File: config.mk
export PLATFORM = sky130hd
export DESIGN_NAME = polygon_fill_pixel_classifier
export DESIGN_NICKNAME = d
export VERILOG_FILES = /design/src/hw/rtl/pfpc_pkg.sv /design/src/hw/rtl/pfpc_ram.sv /design/src/hw/rtl/polygon_fill_pixel_classifier.sv
export SDC_FILE = /design/constraint.sdc
export NUM_CORES = 2
export LEC_CHECK = 0
export ABC_AREA = 1
export BUFFER_PORTS_ARGS = -buffer_cell sky130_fd_sc_hd__clkbuf_2
export CAP_MARGIN = 0
export CELL_PAD_IN_SITES_DETAIL_PLACEMENT = 1
export CELL_PAD_IN_SITES_GLOBAL_PLACEMENT = 2
export CORE_MARGIN = 2
export CORE_UTILIZATION = 37
export CTS_CLUSTER_DIAMETER = 200
export DETAILED_ROUTE_END_ITERATION = 10
export GPL_ROUTABILITY_DRIVEN = 0
export GPL_TIMING_DRIVEN = 0
export PLACE_DENSITY = 0.84
export SETUP_SLACK_MARGIN = 0.2
export SKIP_CTS_REPAIR_TIMING = 1
export SLEW_MARGIN = 20
export SYNTH_ARGS = -nofsm -noshare
export SYNTH_HDL_FRONTEND = slang
export SYNTH_HIERARCHICAL = 1
export SYNTH_SLANG_ARGS = --single-unit
File: constraint.sdc
create_clock -name clk -period 8.25 [get_ports clk]
set_clock_uncertainty 0.1 [all_clocks]
set_input_delay 0.4125 -clock clk [delete_from_list [all_inputs] [get_ports clk]]
set_output_delay 0.4125 -clock clk [all_outputs]
set_load 0.005 [all_outputs]
File: src/hw/rtl/pfpc_pkg.sv
// Shared types, field widths and codes for the polygon fill pixel classifier.
package pfpc_pkg;

    localparam int IN_COORD_W  = 16;
    localparam int SLOT_W      = 3;
    localparam int COLOR_W     = 24;
    localparam int CFG_INDEX_W = 3;
    localparam int CFG_DATA_W  = 24;
    localparam int VCOUNT_W    = 4;
    localparam int THICK_W     = 10;
    localparam int IMG_W       = 15;
    localparam int SQ_K_W      = 19;
    localparam int MIN_VERTICES = 3;

    typedef logic signed [IN_COORD_W-1:0] coord_t;
    typedef logic [SLOT_W-1:0]            slot_t;
    typedef logic [COLOR_W-1:0]           color_t;
    typedef logic [CFG_INDEX_W-1:0]       cfg_index_t;
    typedef logic [CFG_DATA_W-1:0]        cfg_data_t;

    localparam logic CMD_LOAD = 1'b0;
    localparam logic CMD_TEST = 1'b1;

    localparam cfg_index_t REG_VERTEX_COUNT     = 3'd0;
    localparam cfg_index_t REG_BORDER_THICKNESS = 3'd1;
    localparam cfg_index_t REG_IMAGE_WIDTH      = 3'd2;
    localparam cfg_index_t REG_IMAGE_HEIGHT     = 3'd3;
    localparam cfg_index_t REG_FILL_COLOR       = 3'd4;

endpackage

File: src/hw/rtl/pfpc_ram.sv
// Generic single-write, single-read RAM with registered read data.
module pfpc_ram #(
    parameter int WIDTH = 32,
    parameter int DEPTH = 8
) (
    input  logic                     clk,
    input  logic                     wr_en,
    input  logic [$clog2(DEPTH)-1:0] wr_addr,
    input  logic [WIDTH-1:0]         wr_data,
    input  logic [$clog2(DEPTH)-1:0] rd_addr,
    output logic [WIDTH-1:0]         rd_data
);

    logic [WIDTH-1:0] mem_reg [DEPTH];
    logic [WIDTH-1:0] rd_data_reg;

    always_ff @(posedge clk)
    begin
        if (wr_en)
        begin
            mem_reg[wr_addr] <= wr_data;
        end
        rd_data_reg <= mem_reg[rd_addr];
    end

    assign rd_data = rd_data_reg;

endmodule

File: src/hw/rtl/polygon_fill_pixel_classifier.sv
// Polygon fill pixel classifier: vertex store, edge sequencer and shared multiplier.
//
// Input beats carry a command: a load writes one vertex into the store at slot,
// a test classifies the pixel (coord_x, coord_y) against the closed polygon made
// of the first vertex_count vertices (clamped to 3..MAX_VERTICES).
// Every input beat yields exactly one output beat; a load answers all zeros.
// Each test walks the edges one at a time through a single signed multiplier:
// eleven products per edge plus load and evaluate steps.
// in_ready is high only while the sequencer is idle; a finished result sits in
// the output register, so the next beat is accepted while it waits.
// If the receiver stalls and the output register is still full when the next
// result is done, the sequencer holds until the register frees.
// Configuration writes are registered; the user must make them only while idle (not enforced).
// Reset loads the register defaults and empties the output; vertex store
// contents are undefined until loaded.
module polygon_fill_pixel_classifier #(
    parameter int MAX_VERTICES = 8,
    parameter int COORD_BITS   = 16
) (
    input  logic                 clk,
    input  logic                 rst_n,
    input  logic                 in_valid,
    output logic                 in_ready,
    input  logic                 cmd,
    input  pfpc_pkg::slot_t      slot,
    input  pfpc_pkg::coord_t     coord_x,
    input  pfpc_pkg::coord_t     coord_y,
    output logic                 out_valid,
    input  logic                 out_ready,
    output logic                 paint,
    output logic                 on_border,
    output logic                 is_inside,
    output pfpc_pkg::color_t     pixel_color,
    input  logic                 cfg_write,
    input  pfpc_pkg::cfg_index_t cfg_index,
    input  pfpc_pkg::cfg_data_t  cfg_data
);
    import pfpc_pkg::*;

    localparam int C  = COORD_BITS;
    localparam int IW = $clog2(MAX_VERTICES);
    localparam int DW = ((C > IN_COORD_W) ? C : IN_COORD_W) + 1;
    localparam int MW = ((DW > SQ_K_W) ? DW : SQ_K_W) + 1;
    localparam int PW = 2 * MW;
    localparam int AW = 4 * DW;
    localparam int SW = 4;

    localparam logic [7:0] MAXV8 = 8'(MAX_VERTICES);
    localparam logic [7:0] MINV8 = 8'(MIN_VERTICES);

    localparam logic [2:0] S_IDLE  = 3'd0;
    localparam logic [2:0] S_PRIME = 3'd1;
    localparam logic [2:0] S_LOADI = 3'd2;
    localparam logic [2:0] S_LOADJ = 3'd3;
    localparam logic [2:0] S_EDGE  = 3'd4;
    localparam logic [2:0] S_DONE  = 3'd5;

    localparam logic [SW-1:0] STEP_DXDX = 4'd0;
    localparam logic [SW-1:0] STEP_DYDY = 4'd1;
    localparam logic [SW-1:0] STEP_DXRX = 4'd2;
    localparam logic [SW-1:0] STEP_DYRY = 4'd3;
    localparam logic [SW-1:0] STEP_DYRX = 4'd4;
    localparam logic [SW-1:0] STEP_DXRY = 4'd5;
    localparam logic [SW-1:0] STEP_KLH  = 4'd6;
    localparam logic [SW-1:0] STEP_KLL  = 4'd7;
    localparam logic [SW-1:0] STEP_HH   = 4'd8;
    localparam logic [SW-1:0] STEP_HL   = 4'd9;
    localparam logic [SW-1:0] STEP_LL   = 4'd10;
    localparam logic [SW-1:0] STEP_TAIL = 4'd11;
    localparam logic [SW-1:0] STEP_EVAL = 4'd12;

    // control
    logic [2:0]          state_reg, state_next;
    logic [SW-1:0]       st_reg, st_next;
    logic [IW-1:0]       edge_reg, edge_next;
    logic                out_valid_reg, out_valid_next;
    logic [VCOUNT_W-1:0] vcount_reg, vcount_next;
    logic [THICK_W-1:0]  thick_reg, thick_next;
    logic [IMG_W-1:0]    width_reg, width_next;
    logic [IMG_W-1:0]    height_reg, height_next;
    color_t              color_reg, color_next;

    // datapath
    coord_t               px_reg, px_next, py_reg, py_next;
    logic [IW-1:0]        nlast_reg, nlast_next;
    logic                 is_test_reg, is_test_next;
    logic                 inside_reg, inside_next, border_reg, border_next;
    logic signed [C-1:0]  xi_reg, xi_next, yi_reg, yi_next;
    logic signed [C-1:0]  xj_reg, xj_next, yj_reg, yj_next;
    logic signed [C-1:0]  xmin_reg, xmin_next, xmax_reg, xmax_next;
    logic signed [C-1:0]  ymin_reg, ymin_next, ymax_reg, ymax_next;
    logic signed [DW-1:0] dx_reg, dx_next, dy_reg, dy_next;
    logic signed [DW-1:0] rx_reg, rx_next, ry_reg, ry_next;
    logic signed [PW-1:0] prod_reg;
    logic signed [PW-1:0] len2_reg, len2_next, proj_reg, proj_next;
    logic signed [PW-1:0] crs_reg, crs_next, pa_reg, pa_next, num_reg, num_next;
    logic [AW-1:0]        sq_reg, sq_next, thr_reg, thr_next;
    logic [SQ_K_W-1:0]    k_reg, k_next;
    logic                 paint_reg, paint_next;
    logic                 on_border_reg, on_border_next;
    logic                 is_inside_reg, is_inside_next;
    color_t               pixel_color_reg, pixel_color_next;

    // combinational
    logic                 in_fire;
    logic [7:0]           vc8, nsel8;
    logic [IW-1:0]        nlast_w;
    logic                 wr_en;
    logic [2*C-1:0]       rd_data;
    logic signed [C-1:0]  rd_x, rd_y;
    logic [IW-1:0]        rd_addr, jnext;
    logic signed [MW-1:0] opa, opb;
    logic signed [PW-1:0] prod_w;
    logic [THICK_W-1:0]   hp1;
    logic [PW-1:0]        mag, pu;
    logic [DW-1:0]        mag_hi, mag_lo, len_hi, len_lo;
    logic                 len2_zero, proj_ok, edge_border;
    logic signed [DW-1:0] py_ext, yi_ext, yj_ext, px_ext;
    logic                 straddle, left_of, num_nonpos;
    logic signed [PW-1:0] pady;
    logic                 in_box, in_img, paint_w;

    assign in_ready = (state_reg == S_IDLE);
    assign in_fire  = in_valid && in_ready;

    assign vc8     = 8'(vcount_reg);
    assign nsel8   = (vc8 < MINV8) ? MINV8 : ((vc8 > MAXV8) ? MAXV8 : vc8);
    assign nlast_w = IW'(nsel8 - 8'd1);

    assign wr_en = in_fire && (cmd == CMD_LOAD) && (8'(slot) < MAXV8);

    assign jnext = (edge_reg + IW'(1) == nlast_reg) ? '0 : edge_reg + IW'(2);

    always_comb
    begin
        case (state_reg)
            S_PRIME: rd_addr = '0;
            S_LOADI: rd_addr = IW'(1);
            default: rd_addr = jnext;
        endcase
    end

    pfpc_ram #(
        .WIDTH (2 * C),
        .DEPTH (MAX_VERTICES)
    ) u_vertex_ram (
        .clk     (clk),
        .wr_en   (wr_en),
        .wr_addr (IW'(slot)),
        .wr_data ({C'(coord_x), C'(coord_y)}),
        .rd_addr (rd_addr),
        .rd_data (rd_data)
    );

    assign rd_x = rd_data[2*C-1:C];
    assign rd_y = rd_data[C-1:0];

    assign hp1    = THICK_W'(thick_reg >> 1) + THICK_W'(1);
    assign mag    = crs_reg[PW-1] ? -crs_reg : crs_reg;
    assign mag_hi = mag[2*DW-1:DW];
    assign mag_lo = mag[DW-1:0];
    assign len_hi = len2_reg[2*DW-1:DW];
    assign len_lo = len2_reg[DW-1:0];
    assign pu     = prod_reg;

    always_comb
    begin
        opa = '0;
        opb = '0;
        if (state_reg == S_PRIME)
        begin
            opa = MW'(hp1);
            opb = MW'(hp1);
        end
        else if (state_reg == S_EDGE)
        begin
            case (st_reg)
                STEP_DXDX: begin opa = MW'(dx_reg); opb = MW'(dx_reg); end
                STEP_DYDY: begin opa = MW'(dy_reg); opb = MW'(dy_reg); end
                STEP_DXRX: begin opa = MW'(dx_reg); opb = MW'(rx_reg); end
                STEP_DYRY: begin opa = MW'(dy_reg); opb = MW'(ry_reg); end
                STEP_DYRX: begin opa = MW'(dy_reg); opb = MW'(rx_reg); end
                STEP_DXRY: begin opa = MW'(dx_reg); opb = MW'(ry_reg); end
                STEP_KLH:  begin opa = MW'(k_reg);  opb = MW'(len_hi); end
                STEP_KLL:  begin opa = MW'(k_reg);  opb = MW'(len_lo); end
                STEP_HH:   begin opa = MW'(mag_hi); opb = MW'(mag_hi); end
                STEP_HL:   begin opa = MW'(mag_hi); opb = MW'(mag_lo); end
                STEP_LL:   begin opa = MW'(mag_lo); opb = MW'(mag_lo); end
                default:   begin opa = '0; opb = '0; end
            endcase
        end
    end

    assign prod_w = opa * opb;

    // per-edge evaluation
    assign len2_zero   = (len2_reg == '0);
    assign proj_ok     = !proj_reg[PW-1] && (proj_reg <= len2_reg);
    assign edge_border = len2_zero ? ((rx_reg == '0) && (ry_reg == '0))
                                   : (proj_ok && (sq_reg < thr_reg));
    assign py_ext      = DW'(py_reg);
    assign yi_ext      = DW'(yi_reg);
    assign yj_ext      = DW'(yj_reg);
    assign straddle    = (yi_ext > py_ext) != (yj_ext > py_ext);
    assign pady        = pa_reg + PW'(dy_reg);
    assign num_nonpos  = num_reg[PW-1] || (num_reg == '0);
    assign left_of     = dy_reg[DW-1]
                       ? (num_nonpos ? (pady >= num_reg) : (pa_reg > num_reg))
                       : (!num_reg[PW-1] ? (pady <= num_reg) : (pa_reg < num_reg));

    // final classification
    assign px_ext  = DW'(px_reg);
    assign in_box  = (px_ext >= DW'(xmin_reg)) && (px_ext <= DW'(xmax_reg))
                  && (py_ext >= DW'(ymin_reg)) && (py_ext <= DW'(ymax_reg));
    assign in_img  = !px_reg[IN_COORD_W-1] && !py_reg[IN_COORD_W-1]
                  && (px_reg[IMG_W-1:0] < width_reg) && (py_reg[IMG_W-1:0] < height_reg);
    assign paint_w = is_test_reg && inside_reg && !border_reg && in_box && in_img;

    always_comb
    begin
        state_next       = state_reg;
        st_next          = st_reg;
        edge_next        = edge_reg;
        out_valid_next   = out_valid_reg;
        vcount_next      = vcount_reg;
        thick_next       = thick_reg;
        width_next       = width_reg;
        height_next      = height_reg;
        color_next       = color_reg;
        px_next          = px_reg;
        py_next          = py_reg;
        nlast_next       = nlast_reg;
        is_test_next     = is_test_reg;
        inside_next      = inside_reg;
        border_next      = border_reg;
        xi_next          = xi_reg;
        yi_next          = yi_reg;
        xj_next          = xj_reg;
        yj_next          = yj_reg;
        xmin_next        = xmin_reg;
        xmax_next        = xmax_reg;
        ymin_next        = ymin_reg;
        ymax_next        = ymax_reg;
        dx_next          = dx_reg;
        dy_next          = dy_reg;
        rx_next          = rx_reg;
        ry_next          = ry_reg;
        len2_next        = len2_reg;
        proj_next        = proj_reg;
        crs_next         = crs_reg;
        pa_next          = pa_reg;
        num_next         = num_reg;
        sq_next          = sq_reg;
        thr_next         = thr_reg;
        k_next           = k_reg;
        paint_next       = paint_reg;
        on_border_next   = on_border_reg;
        is_inside_next   = is_inside_reg;
        pixel_color_next = pixel_color_reg;

        if (cfg_write)
        begin
            case (cfg_index)
                REG_VERTEX_COUNT:     vcount_next = cfg_data[VCOUNT_W-1:0];
                REG_BORDER_THICKNESS: thick_next  = cfg_data[THICK_W-1:0];
                REG_IMAGE_WIDTH:      width_next  = cfg_data[IMG_W-1:0];
                REG_IMAGE_HEIGHT:     height_next = cfg_data[IMG_W-1:0];
                REG_FILL_COLOR:       color_next  = cfg_data[COLOR_W-1:0];
                default:              ;
            endcase
        end

        if (out_valid_reg && out_ready)
        begin
            out_valid_next = 1'b0;
        end

        case (state_reg)
            S_IDLE:
            begin
                if (in_fire)
                begin
                    px_next      = coord_x;
                    py_next      = coord_y;
                    nlast_next   = nlast_w;
                    is_test_next = (cmd == CMD_TEST);
                    inside_next  = 1'b0;
                    border_next  = 1'b0;
                    edge_next    = '0;
                    st_next      = '0;
                    state_next   = (cmd == CMD_TEST) ? S_PRIME : S_DONE;
                end
            end
            S_PRIME:
            begin
                state_next = S_LOADI;
            end
            S_LOADI:
            begin
                k_next     = SQ_K_W'(pu);
                xi_next    = rd_x;
                yi_next    = rd_y;
                xmin_next  = rd_x;
                xmax_next  = rd_x;
                ymin_next  = rd_y;
                ymax_next  = rd_y;
                state_next = S_LOADJ;
            end
            S_LOADJ:
            begin
                xj_next = rd_x;
                yj_next = rd_y;
                dx_next = DW'(rd_x) - DW'(xi_reg);
                dy_next = DW'(rd_y) - DW'(yi_reg);
                rx_next = DW'(px_reg) - DW'(xi_reg);
                ry_next = DW'(py_reg) - DW'(yi_reg);
                if (xi_reg < xmin_reg) xmin_next = xi_reg;
                if (xi_reg > xmax_reg) xmax_next = xi_reg;
                if (yi_reg < ymin_reg) ymin_next = yi_reg;
                if (yi_reg > ymax_reg) ymax_next = yi_reg;
                st_next    = '0;
                state_next = S_EDGE;
            end
            S_EDGE:
            begin
                st_next = st_reg + SW'(1);
                // accumulate the product issued on the previous step
                case (st_reg)
                    STEP_DYDY: len2_next = prod_reg;
                    STEP_DXRX: len2_next = len2_reg + prod_reg;
                    STEP_DYRY: proj_next = prod_reg;
                    STEP_DYRX: proj_next = proj_reg + prod_reg;
                    STEP_DXRY:
                    begin
                        crs_next = prod_reg;
                        pa_next  = prod_reg;
                    end
                    STEP_KLH:
                    begin
                        num_next = prod_reg;
                        crs_next = crs_reg - prod_reg;
                    end
                    STEP_KLL:  thr_next = AW'(pu);
                    STEP_HH:   thr_next = (thr_reg << DW) + AW'(pu);
                    STEP_HL:   sq_next  = AW'(pu);
                    STEP_LL:   sq_next  = (sq_reg << DW) + (AW'(pu) << 1);
                    STEP_TAIL: sq_next  = (sq_reg << DW) + AW'(pu);
                    default:   ;
                endcase
                if (st_reg == STEP_EVAL)
                begin
                    border_next = border_reg || edge_border;
                    if (straddle && left_of)
                    begin
                        inside_next = !inside_reg;
                    end
                    if (edge_reg == nlast_reg)
                    begin
                        state_next = S_DONE;
                    end
                    else
                    begin
                        edge_next  = edge_reg + IW'(1);
                        xi_next    = xj_reg;
                        yi_next    = yj_reg;
                        state_next = S_LOADJ;
                    end
                end
            end
            S_DONE:
            begin
                if (!out_valid_reg || out_ready)
                begin
                    paint_next       = paint_w;
                    on_border_next   = border_reg;
                    is_inside_next   = inside_reg;
                    pixel_color_next = paint_w ? color_reg : '0;
                    out_valid_next   = 1'b1;
                    state_next       = S_IDLE;
                end
            end
            default:
            begin
                state_next = S_IDLE;
            end
        endcase
    end

    always_ff @(posedge clk or negedge rst_n)
    begin
        if (!rst_n)
        begin
            state_reg     <= S_IDLE;
            st_reg        <= '0;
            edge_reg      <= '0;
            out_valid_reg <= 1'b0;
            vcount_reg    <= VCOUNT_W'(4);
            thick_reg     <= THICK_W'(1);
            width_reg     <= IMG_W'(640);
            height_reg    <= IMG_W'(480);
            color_reg     <= '0;
        end
        else
        begin
            state_reg     <= state_next;
            st_reg        <= st_next;
            edge_reg      <= edge_next;
            out_valid_reg <= out_valid_next;
            vcount_reg    <= vcount_next;
            thick_reg     <= thick_next;
            width_reg     <= width_next;
            height_reg    <= height_next;
            color_reg     <= color_next;
        end
    end

    always_ff @(posedge clk)
    begin
        px_reg          <= px_next;
        py_reg          <= py_next;
        nlast_reg       <= nlast_next;
        is_test_reg     <= is_test_next;
        inside_reg      <= inside_next;
        border_reg      <= border_next;
        xi_reg          <= xi_next;
        yi_reg          <= yi_next;
        xj_reg          <= xj_next;
        yj_reg          <= yj_next;
        xmin_reg        <= xmin_next;
        xmax_reg        <= xmax_next;
        ymin_reg        <= ymin_next;
        ymax_reg        <= ymax_next;
        dx_reg          <= dx_next;
        dy_reg          <= dy_next;
        rx_reg          <= rx_next;
        ry_reg          <= ry_next;
        prod_reg        <= prod_w;
        len2_reg        <= len2_next;
        proj_reg        <= proj_next;
        crs_reg         <= crs_next;
        pa_reg          <= pa_next;
        num_reg         <= num_next;
        sq_reg          <= sq_next;
        thr_reg         <= thr_next;
        k_reg           <= k_next;
        paint_reg       <= paint_next;
        on_border_reg   <= on_border_next;
        is_inside_reg   <= is_inside_next;
        pixel_color_reg <= pixel_color_next;
    end

    assign out_valid   = out_valid_reg;
    assign paint       = paint_reg;
    assign on_border   = on_border_reg;
    assign is_inside   = is_inside_reg;
    assign pixel_color = pixel_color_reg;

    a_paint_consistent: assert property (@(posedge clk) disable iff (!rst_n)
        out_valid && paint |-> is_inside && !on_border)
        else $error("painted pixel is outside or on the border");

    a_color_gated: assert property (@(posedge clk) disable iff (!rst_n)
        out_valid && !paint |-> pixel_color == '0)
        else $error("color driven on an unpainted pixel");

    a_test_starts: assert property (@(posedge clk) disable iff (!rst_n)
        in_valid && in_ready && cmd == CMD_TEST |=> !in_ready && state_reg == S_PRIME)
        else $error("test beat did not start the edge walk");

    a_edge_bound: assert property (@(posedge clk) disable iff (!rst_n)
        state_reg == S_EDGE |-> edge_reg <= nlast_reg && st_reg <= STEP_EVAL)
        else $error("edge walk ran past the last edge or step");

    a_done_delivers: assert property (@(posedge clk) disable iff (!rst_n)
        state_reg == S_DONE && (!out_valid || out_ready) |=> out_valid && in_ready)
        else $error("finished result not delivered to the output register");

endmodule
Word level (Yosys, flattened, before mapping)
Memories as Yosys holds them, arrays and structs flattened. A register that Yosys moved wholly into a read port is not among the register bits.
Index checks and enable logic that the tools add are counted.
{ "classes": {"add_sub_neg": 17, "mux": 57, "n_lt_le_gt_ge": 20, "n_mul": 1, "bitwise_logic": 1, "n_eq_ne": 33, "n_reduce_logical": 73} }
{ "ops": {"columns": ["operator", "n"], "rows": [
  ["case mux 40 bit (2 select lines)", 3],
  ["case mux 68 bit (3 select lines)", 1],
  ["case mux 16 bit (2 select lines)", 6],
  ["case mux 20 bit (8 select lines)", 1],
  ["adder 68 x 40 -> 68 bit", 2],
  ["case mux 68 bit (2 select lines)", 1],
  ["2-to-1 mux 16 bit", 8],
  ["case mux 20 bit (5 select lines)", 1],
  ["adder 40 bit", 2],
  ["less-or-equal comparator 40 bit", 2],
  ["logical NOT 40 bit", 2],
  ["2-to-1 mux 20 bit", 4],
  ["adder 68 x 41 -> 68 bit", 1],
  ["< comparator 68 bit", 1],
  ["subtractor 16 x 16 -> 17 bit", 4],
  ["greater-than comparator 16 bit", 4],
  ["adder 40 x 17 -> 40 bit", 1],
  ["greater-or-equal comparator 40 bit", 1],
  ["greater-than comparator 40 bit", 1],
  ["< comparator 40 bit", 1],
  ["multiplier 20 x 20 -> 40 bit", 1],
  ["subtractor 40 bit", 1],
  ["AND reduction 2 bit", 19],
  ["logical NOT 17 bit", 2],
  ["other kinds (43)", 132]
]} }
{ "word_totals": {"in_bits": 68, "elab_cells": 243, "ram_bits": 256, "out_inout_bits": 29, "reg_bits": 735, "memories": 1} }
{ "memory_table": {"columns": ["name", "depth", "word_bits", "rd", "rd_ports_with_merged_regs", "write_ports", "line_no", "rtl"], "rows": [
  ["u_vertex_ram.mem_reg", 8, 32, 1, 1, 1, "pfpc_ram.sv:14", "logic [WIDTH-1:0] mem_reg [DEPTH];"]
]} }

Longest topological paths before layout
{ "logic_depth": {"depth_word": 8, "depth_mapped": 43, "depth_no_buf": 42} }

Modules after synthesis
Netlist, hierarchy kept.
{ "by_module_without_submodules": {"columns": ["module", "seq_area_each_um2", "cells_per_inst", "n_inst", "area_per_inst_um2"], "rows": [
  ["polygon_fill_pixel_classifier", 21259.1, 8589, 1, 69783.2],
  ["pfpc_ram", 8328.0, 1156, 1, 11872.6]
]} }

Worst setup path after synthesis
No wires, ideal clock.
{ "synth_path": {"path_kind": "reg-to-reg", "from": "register crs_reg[1]", "to": "register prod_reg[38]", "setup_ns": 0.119, "path_slack_ns": 0.560, "path_stages_with_launch": 35, "arrival_ns": 7.471, "cell_sequence": "edfxtp_1 > inv_1 > ha_1 > nand2_1 > nor3_4 > nand4_1 > o21ai_1 > xor2_1 > nand2_1 > nand3_1 > nand2_1 > nand2_1 > nand2_1 > inv_2 > buf_6 > nand2_1 > fa_1 > fa_1 > inv_1 > fa_1 > fa_1 > fa_1 > fa_1 > inv_1 > fa_1 > inv_1 > ha_1 > a21o_1 > a31oi_1 > inv_1 > a21oi_1 > o2111ai_1 > nand3_1 > nand2_1 > xor2_1"} }
{ "synth_between": {"elab_chain_cells": 6} }
{ "synth_rtl": {"columns": ["item", "line_no", "rtl"], "rows": [
  ["start: declaration", "polygon_fill_pixel_classifier.sv:96", "logic signed [PW-1:0] crs_reg, crs_next, pa_reg, pa_next, num_reg, num_next;"],
  ["start signal: assignment", "polygon_fill_pixel_classifier.sv:440", "crs_reg <= crs_next;"],
  ["negator 34 bit", "polygon_fill_pixel_classifier.sv:159", "assign mag = crs_reg[PW-1] ? -crs_reg : crs_reg;"],
  ["2-to-1 mux 34 bit *", "polygon_fill_pixel_classifier.sv:159", null],
  ["case mux 20 bit (8 select lines) or case mux 20 bit (5 select lines) (tied branches)", "polygon_fill_pixel_classifier.sv:177", "case (st_reg)"],
  ["2-to-1 mux 20 bit", "polygon_fill_pixel_classifier.sv:175", "else if (state_reg == S_EDGE)"],
  ["2-to-1 mux 20 bit", "polygon_fill_pixel_classifier.sv:170", "if (state_reg == S_PRIME)"],
  ["multiplier 20 x 20 -> 40 bit *", "polygon_fill_pixel_classifier.sv:194", "assign prod_w = opa * opb;"],
  ["named net prod_w[38]", "polygon_fill_pixel_classifier.sv:113", "logic signed [PW-1:0] prod_w;"],
  ["end signal: assignment", "polygon_fill_pixel_classifier.sv:437", "prod_reg <= prod_w;"],
  ["end: declaration", "polygon_fill_pixel_classifier.sv:94", "logic signed [PW-1:0] prod_reg;"]
]} }
Mark *: on every way through the listed nets, which the timed path passes. The rest lies on a longest branch.
A chain may end at the register's enable or synchronous reset.

Final worst setup path
{ "layout_path": {"from": "register crs_reg[3]", "to": "register prod_reg[35]"} }
The elaborated chain is that of the path after synthesis.

==> impl_metrics.prom <==
# TYPE chip_impl_metric gauge
chip_impl_metric{name="grt_start_max_net_pins",unit=""} 79
chip_impl_metric{name="floorplan.die.height",unit="um"} 474
chip_impl_metric{name="worst_pin_slew",unit="ps"} 1250
chip_impl_metric{name="antenna_found_initial",unit=""} 25
chip_impl_metric{name="area_fraction_in_compound_gates_after_synthesis",unit="%"} 10.4
chip_impl_metric{name="hold-worst-slack",unit="ps"} -5.15
chip_impl_metric{name="numPlacedInstances",unit=""} 12700
chip_impl_metric{name="hold_viol",unit=""} 1
chip_impl_metric{name="synthesized_netlist_net_count",unit=""} 11000
chip_impl_metric{name="yosys.area.top_type_share",unit="%"} 32.1
chip_impl_info{name="layout.cells.most_common_list",value="2098 x sky130_fd_sc_hd__nand2_1, 1703 x sky130_fd_sc_hd__inv_1, 872 x sky130_fd_sc_hd__edfxtp_1, 706 x sky130_fd_sc_hd__ha_1, 696 x sky130_fd_sc_hd__nor2_1"} 1
chip_impl_metric{name="synth_edf_count",unit=""} 872
chip_impl_metric{name="postSynthRegisterBits",unit=""} 1022
chip_impl_metric{name="crit_arrival",unit="ps"} 9050
chip_impl_info{name="dominant_cell_type_by_count_on_the_critical_path",value="sky130_fd_sc_hd__fa_1"} 1
chip_impl_metric{name="post_synth_num_cell_types",unit=""} 64
chip_impl_metric{name="final-setup-viol-count",unit=""} 7
chip_impl_metric{name="grt_first_pass_wirelength",unit="mm"} 466
chip_impl_metric{name="grt_pass1_vias",unit=""} 74700
chip_impl_info{name="type_of_the_worst_min_delay_path",value="primary input to flip-flop"} 1
chip_impl_metric{name="maximum_frequency_from_static_timing_analysis",unit="MHz"} 118
chip_impl_info{name="timing.critical_path.from_type",value="flip-flop"} 1
chip_impl_metric{name="initial_utilization",unit="%"} 37.2
chip_impl_metric{name="final_period_minus_worst_setup_slack",unit="ps"} 8490
chip_impl_metric{name="clk_pin_slew",unit="ps"} 70
chip_impl_info{name="synth.area.top_cells",value="sky130_fd_sc_hd__edfxtp_1 32%, sky130_fd_sc_hd__ha_1 11%, sky130_fd_sc_hd__fa_1 10%"} 1
chip_impl_metric{name="finish.utilization",unit="%"} 43.6
chip_impl_metric{name="avgRoutedWirePerCell",unit="um"} 24.3
chip_impl_metric{name="worstSkewPairLatency",unit="ps"} 840
chip_impl_info{name="clock_tree_from_tritoncts",value="done"} 1
chip_impl_metric{name="fraction_of_synthesized_cell_area_in_xor_and_xnor_cells",unit="%"} 2.93
chip_impl_metric{name="post-route-period-util",unit="%"} 103
chip_impl_metric{name="ctsHtreeMaxLevel",unit=""} 3
chip_impl_metric{name="fin_ws",unit="ps"} -242
chip_impl_metric{name="power.share.switching",unit="%"} 48.1
chip_impl_metric{name="die_w",unit="um"} 474
chip_impl_metric{name="dp_slack",unit="ps"} -1500
chip_impl_metric{name="cellInternalPower",unit="uW"} 16200
chip_impl_metric{name="num-nets-final",unit=""} 11500
chip_impl_metric{name="async_reset_ff_share",unit="%"} 7.63
chip_impl_metric{name="detail_route.first_pass.iterations",unit=""} 5
chip_impl_metric{name="power.share.combinational",unit="%"} 56.4
chip_impl_metric{name="fin_cells",unit=""} 13200
chip_impl_metric{name="grt_overflow_total",unit=""} 0
chip_impl_metric{name="largest_register_ffs",unit=""} 256
chip_impl_info{name="synth_largest_area_cell",value="sky130_fd_sc_hd__edfxtp_1"} 1
chip_impl_metric{name="detailed_place_hpwl",unit="mm"} 255
chip_impl_metric{name="synth_sequential_area_ratio",unit="%"} 36.2
chip_impl_info{name="failed_checks",value="negative hold slack, negative setup slack"} 1
chip_impl_metric{name="design.portCount",unit=""} 97
chip_impl_metric{name="synth.cell_area",unit="um^2"} 81700
chip_impl_metric{name="grt_util_all_layers",unit="%"} 27.6
chip_impl_metric{name="clkPwrFrac",unit="%"} 17.8
chip_impl_metric{name="peak_fanout_along_the_critical_path",unit=""} 8
chip_impl_info{name="clock-root-buffer",value="sky130_fd_sc_hd__clkbuf_16"} 1
chip_impl_info{name="mostFrequentLayoutCell",value="sky130_fd_sc_hd__nand2_1"} 1
chip_impl_info{name="timing.critical_path.slowest_stage_cell",value="sky130_fd_sc_hd__fa_2"} 1
chip_impl_metric{name="power.sequential.fraction",unit="%"} 25.8
chip_impl_info{name="worst_setup_path_end_kind",value="flip-flop"} 1
chip_impl_metric{name="total_switching_power",unit="uW"} 15100
chip_impl_info{name="kind_of_critical_path",value="flip-flop to flip-flop"} 1
chip_impl_metric{name="fp.coreArea",unit="um^2"} 220000
chip_impl_metric{name="numClockSinks",unit=""} 1022
chip_impl_metric{name="synth.avg_cell_area",unit="um^2"} 8.38
chip_impl_metric{name="drive_above_1_share",unit="%"} 11.2
chip_impl_info{name="synth_flop_cell",value="sky130_fd_sc_hd__edfxtp_1"} 1
chip_impl_metric{name="synth_to_final_area_change",unit="%"} 17.3
chip_impl_metric{name="rows",unit=""} 172
chip_impl_metric{name="synthesis.instances",unit=""} 9745
chip_impl_metric{name="design.die.area",unit="um^2"} 224000
chip_impl_info{name="status",value="finished with violations"} 1
chip_impl_metric{name="yosys_warnings",unit=""} 6
chip_impl_metric{name="maxSlewHeadroom",unit="%"} 16.6
chip_impl_metric{name="postRouteWirelength",unit="mm"} 321
chip_impl_metric{name="drt_drc_violations_left",unit=""} 0
chip_impl_metric{name="yosys-mux-area-fraction",unit="%"} 0
chip_impl_metric{name="worst_ep_required_time",unit="ps"} 8810
chip_impl_info{name="rsz0062_at_grt",value="true"} 1
chip_impl_metric{name="irDropWorstVdd",unit="uV"} 250
chip_impl_metric{name="cts_buffers",unit=""} 118
chip_impl_info{name="largest_family_of_logic_cells_by_synthesized_area",value="adder cells"} 1
chip_impl_metric{name="synth_simple_gate_area_share",unit="%"} 19.2
chip_impl_metric{name="dr_total_vias",unit=""} 72000
chip_impl_metric{name="synthAdderAreaFrac",unit="%"} 21.8
chip_impl_metric{name="drt_iter0_markers",unit=""} 6073
chip_impl_metric{name="report.final.slew_viol_count",unit=""} 0
chip_impl_metric{name="max-clock-path-buffers",unit=""} 3
chip_impl_metric{name="vias_per_cell",unit=""} 5.44
chip_impl_metric{name="cp_slowest_stage_delay",unit="ps"} 600
chip_impl_metric{name="antenna_left",unit=""} 0
chip_impl_metric{name="p_leak",unit="uW"} 0.0438
chip_impl_metric{name="drv.max_cap_violation_count",unit=""} 0
chip_impl_metric{name="port_buffers",unit=""} 96
chip_impl_metric{name="power_density",unit="nW/um^2"} 327
[cells by family (layout without fill, tap and decap cells)]
logic type                 after synthesis  after routing
and+or+nand+nor                       3777           3781
buffers and inverters                 1983           2589
AOI/OAI and AO/OA                     1522           1522
adders and majority gates             1168           1168
DFF                                   1022           1022
xor gates and xnor gates               273            273
other                                    0              8
[metal layers]
metal  share of wire, %  track usage, %
met5              0.036               0
met2                 47            46.7
met1                 41            35.3
met3                6.4            3.74
met4                5.2            11.9
[worst max-delay path, delay by kind of cell, from the launching register on]
family                   cells  cell delay, ps
flip-flops                   1             460
AO/OA/AOI/OAI                4             700
XOR/XNOR                     2             450
AND/OR/NAND/NOR             13            1790
adder cells (fa/ha/maj)      8            3860
buffers and inverters        9            1010
[stage by stage]
step / total power (uW) / hold WS, ps / instance area, um^2 / setup TNS, ps
after floorplan: 17100 / 16.9 / 81700 / 0
after global placement: 22500 / 363 / 85700 / -30120
after detailed placement: 23100 / 370 / 86500 / -30750
after CTS: 28700 / -503 / 90600 / -32680
after global routing: 33200 / -0.953 / 95800 / -2570
final: 31300 / -5.15 / 95800 / -611
[cell usage after synthesis, types with 40 or more instances]
cell type / n
sky130_fd_sc_hd__a21o_1: 45
sky130_fd_sc_hd__a21oi_1: 584
sky130_fd_sc_hd__a31oi_1: 73
sky130_fd_sc_hd__buf_2: 67
sky130_fd_sc_hd__clkbuf_1: 77
sky130_fd_sc_hd__dfrtp_1: 71
sky130_fd_sc_hd__dfxtp_1: 72
sky130_fd_sc_hd__edfxtp_1: 872
sky130_fd_sc_hd__fa_1: 427
sky130_fd_sc_hd__ha_1: 741
sky130_fd_sc_hd__inv_1: 1762
sky130_fd_sc_hd__nand2_1: 2181
sky130_fd_sc_hd__nand3_1: 451
sky130_fd_sc_hd__nand4_1: 101
sky130_fd_sc_hd__nor2_1: 770
sky130_fd_sc_hd__nor3_1: 104
sky130_fd_sc_hd__nor4_1: 57
sky130_fd_sc_hd__o21ai_0: 548
sky130_fd_sc_hd__o21bai_1: 40
sky130_fd_sc_hd__xnor2_1: 98
sky130_fd_sc_hd__xor2_1: 175
[worst paths after layout]
check / from / end / slack, ps / cells after the start
worst max-delay path: crs_reg[3] / prod_reg[35] / -240 / 36
worst min-delay path: cfg_data[8] / height_reg[8] / -5 / 3
worst max register to register: crs_reg[3] / prod_reg[35] / -240 / 36
worst min register to register: xj_reg[3] / xi_reg[3] / 380 / 2
max in group asynchronous: rst_n / st_reg[1] / 7300 / 2
min in group asynchronous: rst_n / color_reg[12] / 120 / 2
[power by group through the flow]
| stage | combinational (uW) | sequential (uW) | clock [uW] |
|---|---|---|---|
| 3_5_place_dp | 14900 | 8120 | 0 |
| 6_report | 17600 | 8090 | 5580 |
| 5_1_grt | 19200 | 8090 | 5840 |
| 4_1_cts | 15000 | 8020 | 5670 |
| 2_1_floorplan | 9810 | 7330 | 0 |
| 3_3_place_gp | 14400 | 8130 | 0 |
[area by class of cell]
| type | instances | area [um^2] |
|---|---|---|
| inverter | 1799 | 6890 |
| buffer | 184 | 1220 |
| sequential | 1022 | 29600 |
| clock inverter | 68 | 860 |
| antenna | 8 | 20.0 |
| timing repair buffer | 381 | 3400 |
| fill | 25800 | 124000 |
| clock buffer | 156 | 3250 |
| multi-input combinational | 6744 | 46900 |
| timing repair inverter | 1 | 6.26 |
| tap | 2871 | 3590 |
Note: power is estimated with default switching activity, not from simulation.
